$ cat src/hdl/lift_shake_retract_sequencer_assert.svh
// ----------------------------------------------------------------------------
// Assertion macros for the lift/shake/retract sequencer
// Shared concurrent assertion forms, clocked on clk, quiet during reset.
// ----------------------------------------------------------------------------
`ifndef LIFT_SHAKE_RETRACT_SEQUENCER_ASSERT_SVH
`define LIFT_SHAKE_RETRACT_SEQUENCER_ASSERT_SVH

// Same-cycle implication
`define LSR_ASSERT_NOW(label, ante, cons) \
    label: assert property (@(posedge clk) disable iff (!rst_n) (ante) |-> (cons)) \
        else $error("sequencer assertion failed");

// Next-cycle implication
`define LSR_ASSERT_NEXT(label, ante, cons) \
    label: assert property (@(posedge clk) disable iff (!rst_n) (ante) |=> (cons)) \
        else $error("sequencer assertion failed");

`endif

$ cat src/hdl/lsr_pkg.sv
`timescale 1ns / 1ps
`default_nettype none
// ----------------------------------------------------------------------------
// lsr_pkg
// Widths, register indexes and shared types of the lift/shake/retract
// sequencer.
// ----------------------------------------------------------------------------
package lsr_pkg;

    localparam int POSITION_BITS = 24;
    localparam int TIMER_BITS    = 16;
    localparam int AMP_BITS      = 16;
    localparam int ELAPSED_BITS  = TIMER_BITS + 1;

    // wide enough for lift +/- amplitude without overflow
    localparam int SUM_BITS = ((POSITION_BITS > AMP_BITS + 1) ?
                               POSITION_BITS : (AMP_BITS + 1)) + 1;

    localparam int CFG_DATA_BITS  = (POSITION_BITS > AMP_BITS) ?
                                    ((POSITION_BITS > TIMER_BITS) ? POSITION_BITS : TIMER_BITS) :
                                    ((AMP_BITS > TIMER_BITS) ? AMP_BITS : TIMER_BITS);
    localparam int CFG_INDEX_BITS = 2;

    // register indexes
    localparam logic [CFG_INDEX_BITS-1:0] REG_LIFT_POSITION     = 2'd0;
    localparam logic [CFG_INDEX_BITS-1:0] REG_SHAKE_AMPLITUDE   = 2'd1;
    localparam logic [CFG_INDEX_BITS-1:0] REG_SHAKE_DURATION_MS = 2'd2;

    localparam logic [TIMER_BITS-1:0] SHAKE_DURATION_RESET = TIMER_BITS'(4000);

    typedef struct packed {
        logic signed [POSITION_BITS-1:0] lift_position;
        logic [AMP_BITS-1:0]             shake_amplitude;
        logic [TIMER_BITS-1:0]           shake_duration_ms;
    } cfg_t;

    typedef struct packed {
        logic signed [POSITION_BITS-1:0] target_position;
        logic                            fast_profile;
        logic                            drive_enabled;
        logic                            busy_res;
        logic                            deploy_taken;
    } res_t;

endpackage : lsr_pkg
`default_nettype wire

$ cat src/hdl/lsr_cfg.sv
`timescale 1ns / 1ps
`default_nettype none
// ----------------------------------------------------------------------------
// lsr_cfg
// Configuration register file: lift position, shake amplitude and shake
// duration, written one beat at a time by index.
// ----------------------------------------------------------------------------
module lsr_cfg (
    input  wire logic                                  clk,
    input  wire logic                                  rst_n,
    input  wire logic                                  wr_en,
    input  wire logic [lsr_pkg::CFG_INDEX_BITS-1:0]    wr_index,
    input  wire logic [lsr_pkg::CFG_DATA_BITS-1:0]     wr_data,
    output lsr_pkg::cfg_t                              cfg
);

    lsr_pkg::cfg_t cfg_reg;

    // register writes; unknown indexes are dropped
    always_ff @(posedge clk or negedge rst_n)
    begin
        if (!rst_n)
        begin
            cfg_reg.lift_position     <= '0;
            cfg_reg.shake_amplitude   <= '0;
            cfg_reg.shake_duration_ms <= lsr_pkg::SHAKE_DURATION_RESET;
        end
        else if (wr_en)
        begin
            case (wr_index)
                lsr_pkg::REG_LIFT_POSITION:
                    cfg_reg.lift_position <= wr_data[lsr_pkg::POSITION_BITS-1:0];
                lsr_pkg::REG_SHAKE_AMPLITUDE:
                    cfg_reg.shake_amplitude <= wr_data[lsr_pkg::AMP_BITS-1:0];
                lsr_pkg::REG_SHAKE_DURATION_MS:
                    cfg_reg.shake_duration_ms <= wr_data[lsr_pkg::TIMER_BITS-1:0];
                default:
                    cfg_reg <= cfg_reg;
            endcase
        end
    end

    assign cfg = cfg_reg;

endmodule : lsr_cfg
`default_nettype wire

$ cat src/hdl/lsr_core.sv
`timescale 1ns / 1ps
`default_nettype none
// ----------------------------------------------------------------------------
// lsr_core
// Phase state machine and shake timer. On each step it consumes one loop
// beat and presents the updated command as a result.
// ----------------------------------------------------------------------------
module lsr_core (
    input  wire logic          clk,
    input  wire logic          rst_n,
    input  wire logic          step,
    input  wire logic          deploy_request,
    input  wire logic          at_target,
    input  wire logic          ms_tick,
    input  wire lsr_pkg::cfg_t cfg,
    output lsr_pkg::res_t      res
);

    localparam int PB = lsr_pkg::POSITION_BITS;
    localparam int SB = lsr_pkg::SUM_BITS;
    localparam int EB = lsr_pkg::ELAPSED_BITS;

    localparam logic signed [SB-1:0] POS_MAX_EXT = SB'((64'sd1 <<< (PB - 1)) - 64'sd1);
    localparam logic signed [SB-1:0] POS_MIN_EXT = SB'(-(64'sd1 <<< (PB - 1)));

    typedef enum logic [1:0] {
        PH_IDLE    = 2'd0,
        PH_LIFT    = 2'd1,
        PH_SHAKE   = 2'd2,
        PH_RETRACT = 2'd3
    } phase_t;

    phase_t                 phase_reg, phase_next;
    logic                   going_up_reg, going_up_next;
    logic [EB-1:0]          elapsed_reg, elapsed_next, elapsed_tick;
    logic signed [PB-1:0]   target_reg, target_next;
    logic                   fast_reg, fast_next;
    logic                   on_reg, on_next;
    logic                   taken;

    logic signed [SB-1:0]   lift_ext, amp_ext, sum_up, sum_dn;
    logic signed [PB-1:0]   shake_hi, shake_lo;

    // shake excursions, clamped to the position range
    always_comb
    begin
        lift_ext = {{(SB - PB){cfg.lift_position[PB-1]}}, cfg.lift_position};
        amp_ext  = {{(SB - lsr_pkg::AMP_BITS){1'b0}}, cfg.shake_amplitude};
        sum_up   = lift_ext + amp_ext;
        sum_dn   = lift_ext - amp_ext;
        if (sum_up > POS_MAX_EXT)
            shake_hi = POS_MAX_EXT[PB-1:0];
        else
            shake_hi = sum_up[PB-1:0];
        if (sum_dn < POS_MIN_EXT)
            shake_lo = POS_MIN_EXT[PB-1:0];
        else
            shake_lo = sum_dn[PB-1:0];
    end

    // saturating millisecond count
    assign elapsed_tick = (ms_tick && (elapsed_reg != {EB{1'b1}})) ?
                          elapsed_reg + EB'(1) : elapsed_reg;

    // phase transitions
    always_comb
    begin
        phase_next    = phase_reg;
        going_up_next = going_up_reg;
        elapsed_next  = elapsed_reg;
        target_next   = target_reg;
        fast_next     = fast_reg;
        on_next       = on_reg;
        taken         = 1'b0;
        case (phase_reg)
            PH_IDLE:
            begin
                if (deploy_request)
                begin
                    taken       = 1'b1;
                    fast_next   = 1'b0;
                    on_next     = 1'b1;
                    target_next = cfg.lift_position;
                    phase_next  = PH_LIFT;
                end
            end
            PH_LIFT:
            begin
                if (at_target)
                begin
                    fast_next     = 1'b1;
                    elapsed_next  = '0;
                    going_up_next = 1'b0;
                    phase_next    = PH_SHAKE;
                end
            end
            PH_SHAKE:
            begin
                elapsed_next = elapsed_tick;
                if (at_target)
                begin
                    if (elapsed_tick > {1'b0, cfg.shake_duration_ms})
                    begin
                        phase_next  = PH_RETRACT;
                        fast_next   = 1'b0;
                        target_next = '0;
                    end
                    else if (going_up_reg)
                    begin
                        going_up_next = 1'b0;
                        target_next   = shake_lo;
                    end
                    else
                    begin
                        going_up_next = 1'b1;
                        target_next   = shake_hi;
                    end
                end
            end
            default:
            begin
                if (at_target)
                begin
                    phase_next = PH_IDLE;
                    on_next    = 1'b0;
                end
            end
        endcase
    end

    // state holds between steps
    always_ff @(posedge clk or negedge rst_n)
    begin
        if (!rst_n)
        begin
            phase_reg    <= PH_IDLE;
            going_up_reg <= 1'b0;
            elapsed_reg  <= '0;
            target_reg   <= '0;
            fast_reg     <= 1'b0;
            on_reg       <= 1'b0;
        end
        else if (step)
        begin
            phase_reg    <= phase_next;
            going_up_reg <= going_up_next;
            elapsed_reg  <= elapsed_next;
            target_reg   <= target_next;
            fast_reg     <= fast_next;
            on_reg       <= on_next;
        end
    end

    // result reflects the state after this beat
    always_comb
    begin
        res.target_position = target_next;
        res.fast_profile    = fast_next;
        res.drive_enabled   = on_next;
        res.busy_res        = (phase_next != PH_IDLE);
        res.deploy_taken    = taken;
    end

endmodule : lsr_core
`default_nettype wire

$ cat src/hdl/lift_shake_retract_sequencer.sv
// From input beat to result beat: the input register, then the result
// register, with the phase update between them.
// Throughput: one beat per cycle; the input register advances whenever the
// result register is empty or being drained in the same cycle.
// Reset: asynchronous, active low; phase idle, out_valid low, lift 0,
// amplitude 0, shake duration 4000 ms. Usable in the first cycle after reset.
`timescale 1ns / 1ps
`default_nettype none
// ----------------------------------------------------------------------------
// lift_shake_retract_sequencer
// Top level: loop-step input register, phase core, config registers and
// result register for a stepper-driven dumper.
// ----------------------------------------------------------------------------
`include "lift_shake_retract_sequencer_assert.svh"

module lift_shake_retract_sequencer (
    input  wire logic                                       clk,
    input  wire logic                                       rst_n,
    // configuration
    input  wire logic                                       cfg_valid,
    output logic                                            cfg_ready,
    input  wire logic [lsr_pkg::CFG_INDEX_BITS-1:0]         cfg_index,
    input  wire logic [lsr_pkg::CFG_DATA_BITS-1:0]          cfg_data,
    // loop step in
    input  wire logic                                       in_valid,
    output logic                                            in_ready,
    input  wire logic                                       deploy_request,
    input  wire logic                                       at_target,
    input  wire logic                                       ms_tick,
    // command out
    output logic                                            out_valid,
    input  wire logic                                       out_ready,
    output logic signed [lsr_pkg::POSITION_BITS-1:0]        target_position,
    output logic                                            fast_profile,
    output logic                                            drive_enabled,
    output logic                                            busy_res,
    output logic                                            deploy_taken
);

    lsr_pkg::cfg_t cfg;
    lsr_pkg::res_t res;
    lsr_pkg::res_t res_reg;

    logic s1_valid_reg;
    logic s1_req_reg, s1_arr_reg, s1_tick_reg;
    logic out_valid_reg;
    logic advance;

    assign cfg_ready = 1'b1;

    // pipeline control
    assign advance  = s1_valid_reg && (!out_valid_reg || out_ready);
    assign in_ready = !s1_valid_reg || advance;

    lsr_cfg u_cfg (
        .clk      (clk),
        .rst_n    (rst_n),
        .wr_en    (cfg_valid && cfg_ready),
        .wr_index (cfg_index),
        .wr_data  (cfg_data),
        .cfg      (cfg)
    );

    lsr_core u_core (
        .clk            (clk),
        .rst_n          (rst_n),
        .step           (advance),
        .deploy_request (s1_req_reg),
        .at_target      (s1_arr_reg),
        .ms_tick        (s1_tick_reg),
        .cfg            (cfg),
        .res            (res)
    );

    // input register valid
    always_ff @(posedge clk or negedge rst_n)
    begin
        if (!rst_n)
            s1_valid_reg <= 1'b0;
        else if (in_ready)
            s1_valid_reg <= in_valid;
    end

    // input register payload
    always_ff @(posedge clk)
    begin
        if (in_valid && in_ready)
        begin
            s1_req_reg  <= deploy_request;
            s1_arr_reg  <= at_target;
            s1_tick_reg <= ms_tick;
        end
    end

    // result register valid
    always_ff @(posedge clk or negedge rst_n)
    begin
        if (!rst_n)
            out_valid_reg <= 1'b0;
        else if (advance)
            out_valid_reg <= 1'b1;
        else if (out_ready)
            out_valid_reg <= 1'b0;
    end

    // result register payload
    always_ff @(posedge clk)
    begin
        if (advance)
            res_reg <= res;
    end

    assign out_valid       = out_valid_reg;
    assign target_position = res_reg.target_position;
    assign fast_profile    = res_reg.fast_profile;
    assign drive_enabled   = res_reg.drive_enabled;
    assign busy_res        = res_reg.busy_res;
    assign deploy_taken    = res_reg.deploy_taken;

    // checks
    `LSR_ASSERT_NOW(a_idle_quiet, out_valid_reg && !res_reg.busy_res, !res_reg.drive_enabled && !res_reg.fast_profile)
    `LSR_ASSERT_NOW(a_busy_enabled, out_valid_reg && res_reg.busy_res, res_reg.drive_enabled)
    `LSR_ASSERT_NOW(a_taken_starts_lift, out_valid_reg && res_reg.deploy_taken, res_reg.busy_res && !res_reg.fast_profile)
    `LSR_ASSERT_NEXT(a_step_fills_result, advance, out_valid_reg)

endmodule : lift_shake_retract_sequencer
`default_nettype wire

$ cat config.mk
export PLATFORM = sky130hd
export DESIGN_NAME = lift_shake_retract_sequencer
export DESIGN_NICKNAME = d
export VERILOG_FILES = /design/src/hdl/lsr_pkg.sv /design/src/hdl/lsr_cfg.sv /design/src/hdl/lsr_core.sv /design/src/hdl/lift_shake_retract_sequencer.sv
export VERILOG_INCLUDE_DIRS = /design/src /design/src/hdl
export SDC_FILE = /design/constraint.sdc
export NUM_CORES = 1
export LEC_CHECK = 0
export ABC_AREA = 1
export BUFFER_PORTS_ARGS = -buffer_cell sky130_fd_sc_hd__buf_2
export CORE_ASPECT_RATIO = 1.1
export CORE_MARGIN = 1
export CORE_UTILIZATION = 37
export DETAILED_ROUTE_END_ITERATION = 10
export SYNTH_ARGS = -nofsm -noshare
export SYNTH_HDL_FRONTEND = slang
export SYNTH_HIERARCHICAL = 1
export SYNTH_SLANG_ARGS = --single-unit
$ cat constraint.sdc
create_clock -name clk -period 9.75 [get_ports clk]
set_clock_uncertainty 0.05 [all_clocks]
set_input_delay 1.95 -clock clk [delete_from_list [all_inputs] [get_ports clk]]
set_output_delay 1.95 -clock clk [all_outputs]
set_load 0.05 [all_outputs]
==> flow_summary.json, run 1 <==
{
  "status": "completed",
  "initial_utilization": 0.378,
  "ctsResizeCount": 0,
  "syn-instance-count": 1516,
  "vias": 9736,
  "clock-root-buffer": "clkbuf_16",
  "ys_seq_elements": 135,
  "async_reset_ff_frac": 0.770,
  "dieWidth_um": 161,
  "clockBufferDepth": 2,
  "cp.required_ns": 10.06,
  "drtIter0Drc": 718,
  "numCtsBuffers": 17,
  "insertion_delay_ns": 0.43,
  "peakVddDrop_uv": 122,
  "final_common_cell": "nand2_1",
  "largest_reg_flops": 56,
  "synth_ff_type": "dfrtp_1",
  "drv_slew": 0,
  "min_path_cells": 2,
  "power.density_nw_per_um2": 272,
  "fin_tns_setup_ns": 0,
  "cts_setup_buffers": 0,
  "die-area_um2": 28400,
  "drt_wl_total_mm": 30.5,
  "r2r_slack_ns": 4.98,
  "grt_pass1_vias": 9352,
  "fp.dieH_um": 177,
  "layout_common_cells": "nand2_1 (586), inv_1 (183), nand3_1 (121), dfrtp_1 (98), nor2_1 (96)",
  "syn_area_um2": 10300,
  "cp.arrival_ns": 5.08,
  "hp-start": "u_cfg/cfg[10]",
  "r2r-start": "u_core/elapsed_reg[0]",
  "synth.top_cells.by_area": "dfrtp_1 (24%), nand2_1 (21%), edfxtp_1 (9.1%)",
  "setup_viol": 0,
  "synth_area_per_cell_um2": 6.77,
  "fp-row-count": 63,
  "drc": 0,
  "h-tree-depth": 4,
  "finalHoldViolCount": 0,
  "grt_max_degree": 77,
  "critPathKind": "flop to flop",
  "setup_ws_ns": 4.98,
  "grt_setup_unrepaired": "no",
  "leakage_nw": 6.07,
  "rr_worst_depth": 28,
  "path_delay_family": "simple AND/OR/NAND/NOR gates",
  "antenna_cells": 0,
  "startpoint": "u_core/elapsed_reg[0]",
  "holdPathEnd": "u_cfg/cfg[10]",
  "fin_nets": 1629,
  "ys_seq_area_frac": 0.345,
  "core_um2": 27100,
  "fin_crit_sh": 0.489,
  "gp_congestion": 0.968,
  "grtUsageTotal": 0.221,
  "r2r_end": "u_core/target_reg[1]",
  "cts_hold_buf": 0,
  "max_cap_viol_count": 0,
  "synth_edf_count": 31,
  "grt_pass1_wl_mm": 48.7,
  "fillers": 2864,
  "cts.sink_count": 135,
  "drtPass1Iterations": 7,
  "clk_pin_slew_worst_paths_ns": 0.06,
  "yosysTopAreaCellShare": 0.239,
  "slew-limit-headroom": 0.210,
  "cp-end-kind": "flop",
  "yosysWarnings": 6,
  "post-place-ws_ns": 5.02,
  "synth_top_area_cell": "dfrtp_1",
  "min_path_type": "flop to flop",
  "total_power_mw": 3.07,
  "viasPerCell": 5.10,
  "worstPathMaxFanout": 24,
  "cts_tree": "yes",
  "syn-num-nets": 1606,
  "hpwl_mm": 23.3,
  "cp_num_buf_inv": 3,
  "crit_slowest_cell": "a21oi_2",
  "crit_top_cell": "nand2_1",
  "area_growth_pct": 10.1,
  "hold_ws_ns": 0.412,
  "max_stage_delay_ns": 0.93,
  "grt_overflow": 0,
  "worst_setup_path_start_kind": "flop",
  "fmax_mhz": 210,
  "ant_nets": 0,
  "antenna_found_initial": 0,
  "io_buffers": 63,
  "tightest_slew_ns": 1.19,
  "drive_above_1_share": 0.102,
  "wl_per_cell_um": 16.0,
  "synth_cell_types": 44,
  "io-pin-count": 65,
  "period_needed_ns": 4.77
}
[Yosys cell counts (all sizes together) (3+ instances only)]
cell    count
a21oi      49
a22oi      25
buf        48
clkbuf     18
dfrtp      98
dfstp       6
edfxtp     31
ha         54
inv       196
nand2     604
nand3     126
nand3b      3
nand4      52
nor2      103
nor3       14
nor4        3
o211ai      5
o21ai      20
o22ai      12
xor2       33
[area by class of cell]
type                    count  area [um2]  share of cell area
repair buffers             70         370              0.0328
clock inverters            13         134              0.0118
clock buffers              19         464              0.0411
inverters                 198         743              0.0658
flip-flops and latches    135        3540               0.313
well taps                 357         447              0.0395
multi-input cells        1117        5600               0.496
[logic make-up after synthesis]
family | count (synthesis) | synth area share
buffers and inverters | 264 | 0.110
other | 1 | 0.000366
and+or+nand+nor | 909 | 0.377
DFF | 135 | 0.345
AOI/OAI and AO/OA | 118 | 0.0695
adders and majority gates | 56 | 0.0698
xor gates and xnor gates | 33 | 0.0282
[per-stage QoR]
| stage | instance area, um2 | std cells | util |
|---|---|---|---|
| 6_report | 11300 | 1909 | 0.417 |
| 5_1_grt | 11300 | 1909 | 0.417 |
| 3_5_place_dp | 10700 | 1877 | 0.395 |
| 4_1_cts | 11300 | 1909 | 0.417 |
| 3_3_place_gp | 10700 | 1877 | 0.395 |
| 2_1_floorplan | 10300 | 1516 | - |
[power breakdown]
part	total, mW	leakage, nW	internal [mW]	switching, mW
sequential	0.915	1.62	0.770	0.145
combinational	1.50	4.16	0.443	1.06
clock	0.650	0.290	0.380	0.270
[tightest hold or removal path, delay by kind of cell (launching register included)]
family        cells  cell delay [ns]
flops             1             0.36
simple gates      2             0.09
[how the worst max path moves through the flow]
stage / end / slack (ns) / cells past startpoint
4_1_cts: u_core/target_reg[1] / 5.02 / 28
5_1_grt: u_core/target_reg[1] / 4.49 / 29
2_1_floorplan: u_core/elapsed_reg[10] / 4.54 / 7
3_3_place_gp: u_core/elapsed_reg[0] / 5.09 / 9
6_report: u_core/target_reg[1] / 4.98 / 28
3_5_place_dp: u_core/elapsed_reg[0] / 5.02 / 9
[metal layers]
| metal | part of all wire | GRT usage |
|---|---|---|
| met5 | 0 | 0 |
| met4 | 0.037 | 0.0987 |
| met3 | 0.043 | 0.0281 |
| met2 | 0.49 | 0.384 |
| met1 | 0.43 | 0.273 |
No activity file was read; power rests on OpenSTA's default activity.
==> run 2: changes to the inputs <==
clock period = 4.3 ns   (was 9.75 ns; I/O delays follow)
==> run 2 against run 1 <==
  * Maximum frequency is 18% higher
  * Global-route usage grew 0.060 points
  * Largest cell class unchanged
  * Die area is the same
  * Highest routed layer unchanged
  * Critical path type unchanged
  * Sequential cell count is the same
==> flow_summary.json, run 2 (synthesized netlist as in run 1, its figures left out) <==
{
  "peakVddDrop_uv": 292,
  "cp-end-kind": "flop",
  "max_stage_delay_ns": 0.41,
  "antenna_cells": 0,
  "grtUsageTotal": 0.221,
  "wl_per_cell_um": 16.3,
  "fin_tns_setup_ns": 0,
  "numCtsBuffers": 17,
  "status": "completed",
  "cts_tree": "yes",
  "holdPathEnd": "u_cfg/cfg[7]",
  "finalInstanceArea_um2": 11400,
  "area_growth_pct": 11.5,
  "post_dp_cell_area_um2": 10700,
  "core_um2": 27100,
  "seqCellArea_um2": 3540,
  "grt_pass1_wl_mm": 48.6,
  "viasPerCell": 5.08,
  "fmax_mhz": 247,
  "cts_hold_buf": 0,
  "total_power_mw": 7.00,
  "io-pin-count": 65,
  "hpwl_mm": 23.3,
  "initial_utilization": 0.378,
  "tightest_slew_ns": 0.926,
  "h-tree-depth": 4,
  "r2r_end": "target_position[6]",
  "slew-limit-headroom": 0.379,
  "worst_setup_path_start_kind": "flop",
  "leakage_nw": 6.14,
  "post-route-util": 0.422,
  "fp.dieH_um": 177,
  "drtIter0Drc": 768,
  "fin_nets": 1635,
  "cts.sink_count": 135,
  "drc": 0,
  "largest_reg_flops": 56,
  "clockBufferDepth": 2,
  "hold_ws_ns": 0.413,
  "drive_above_1_share": 0.113,
  "setup_ws_ns": 0.254,
  "clk_pin_slew_worst_paths_ns": 0.07,
  "crit_top_cell": "nand2_1",
  "r2r_slack_ns": 0.25,
  "finalHoldViolCount": 0,
  "r2r-start": "u_core/elapsed_reg[0]",
  "setup_viol": 0,
  "vias": 9723,
  "insertion_delay_ns": 0.43,
  "drtPass1Iterations": 7,
  "drv_slew": 0,
  "post-place-ws_ns": 0.291,
  "grt_pass1_vias": 9019,
  "worstPathMaxFanout": 9,
  "grt_overflow": 0,
  "power.density_nw_per_um2": 612,
  "hp-start": "u_cfg/cfg[7]",
  "ant_nets": 0,
  "critPathKind": "flop to flop",
  "drt_wl_total_mm": 31.2,
  "gp_congestion": 0.960,
  "place_inst": 1880,
  "clock-root-buffer": "clkbuf_16",
  "crit_slowest_cell": "dfrtp_1",
  "layout_common_cells": "nand2_1 (585), inv_1 (183), nand3_1 (119), dfrtp_1 (98), nor2_1 (92)",
  "die-area_um2": 28400,
  "cp.required_ns": 4.39,
  "cp.arrival_ns": 4.13,
  "io_buffers": 63,
  "grt_max_degree": 59,
  "fp-row-count": 63,
  "fin_crit_sh": 0.941,
  "min_path_type": "flop to flop",
  "fillers": 2898,
  "antenna_found_initial": 0,
  "stdcell_count": 1915,
  "max_cap_viol_count": 0,
  "dieWidth_um": 161,
  "final_common_cell": "nand2_1",
  "period_needed_ns": 4.05,
  "rr_worst_depth": 26,
  "min_path_cells": 2,
  "multi_input_area_um2": 5660
}
run 2: cell count changes in the layout (fill, tap and decap cells not counted), moves of 2 or more:
cell     change
nor2_1       -4
nor2_2       +4
buf_12       +3
nor3_1       -3
inv_4        +2
nand3_1      -2
nand3_2      +2
nor3_2       +2
run 2: where the power goes:
| group | internal (mW) | switching [mW] | total, mW |
|---|---|---|---|
| Clock | 0.772 | 0.609 | 1.38 |
| Combinational | 1.10 | 2.44 | 3.54 |
| Sequential | 1.75 | 0.335 | 2.08 |
run 2: how the worst max path moves through the flow:
stage,start,endpoint,slack [ns],cells after the start
detailed placement,u_core/elapsed_reg[0],u_core/target_reg[4],0.29,26
CTS,u_core/elapsed_reg[0],u_core/target_reg[4],0.23,26
finish,u_core/elapsed_reg[0],target_position[6],0.25,26
floorplan,out_ready,u_core/elapsed_reg[10],0.18,7
global route,u_core/elapsed_reg[5],u_core/target_reg[4],-0.08,29
global placement,u_core/elapsed_reg[0],u_core/target_reg[4],0.31,26
run 2: worst max-delay path, delay by kind of cell, from the launching register on:
kind	cells	cell delay, ns
AND/OR/NAND/NOR	16	1.82
flip-flops	1	0.41
adder cells (fa/ha/maj)	3	0.69
AO/OA/AOI/OAI	1	0.07
XOR/XNOR	1	0.20
buffers and inverters	5	0.52
run 2: repair_timing:
item,CTS,global route
buffers inserted,0,1
gates resized for setup,0,14
endpoints found under the setup margin,0,50
run 2: routing by layer:
layer  global-route usage  share of wire
met5                    0              0
met2                0.368           0.47
met3               0.0279          0.047
met4                0.121          0.050
met1                0.279           0.43
run 2: cell type report:
class / instances / share of cell area
Sequential cell: 135 / 0.310
Clock inverter: 13 / 0.00974
Clock buffer: 19 / 0.0387
Inverter: 198 / 0.0650
Tap cell: 357 / 0.0391
Timing Repair Buffer: 76 / 0.0427
Multi-Input combinational cell: 1117 / 0.495
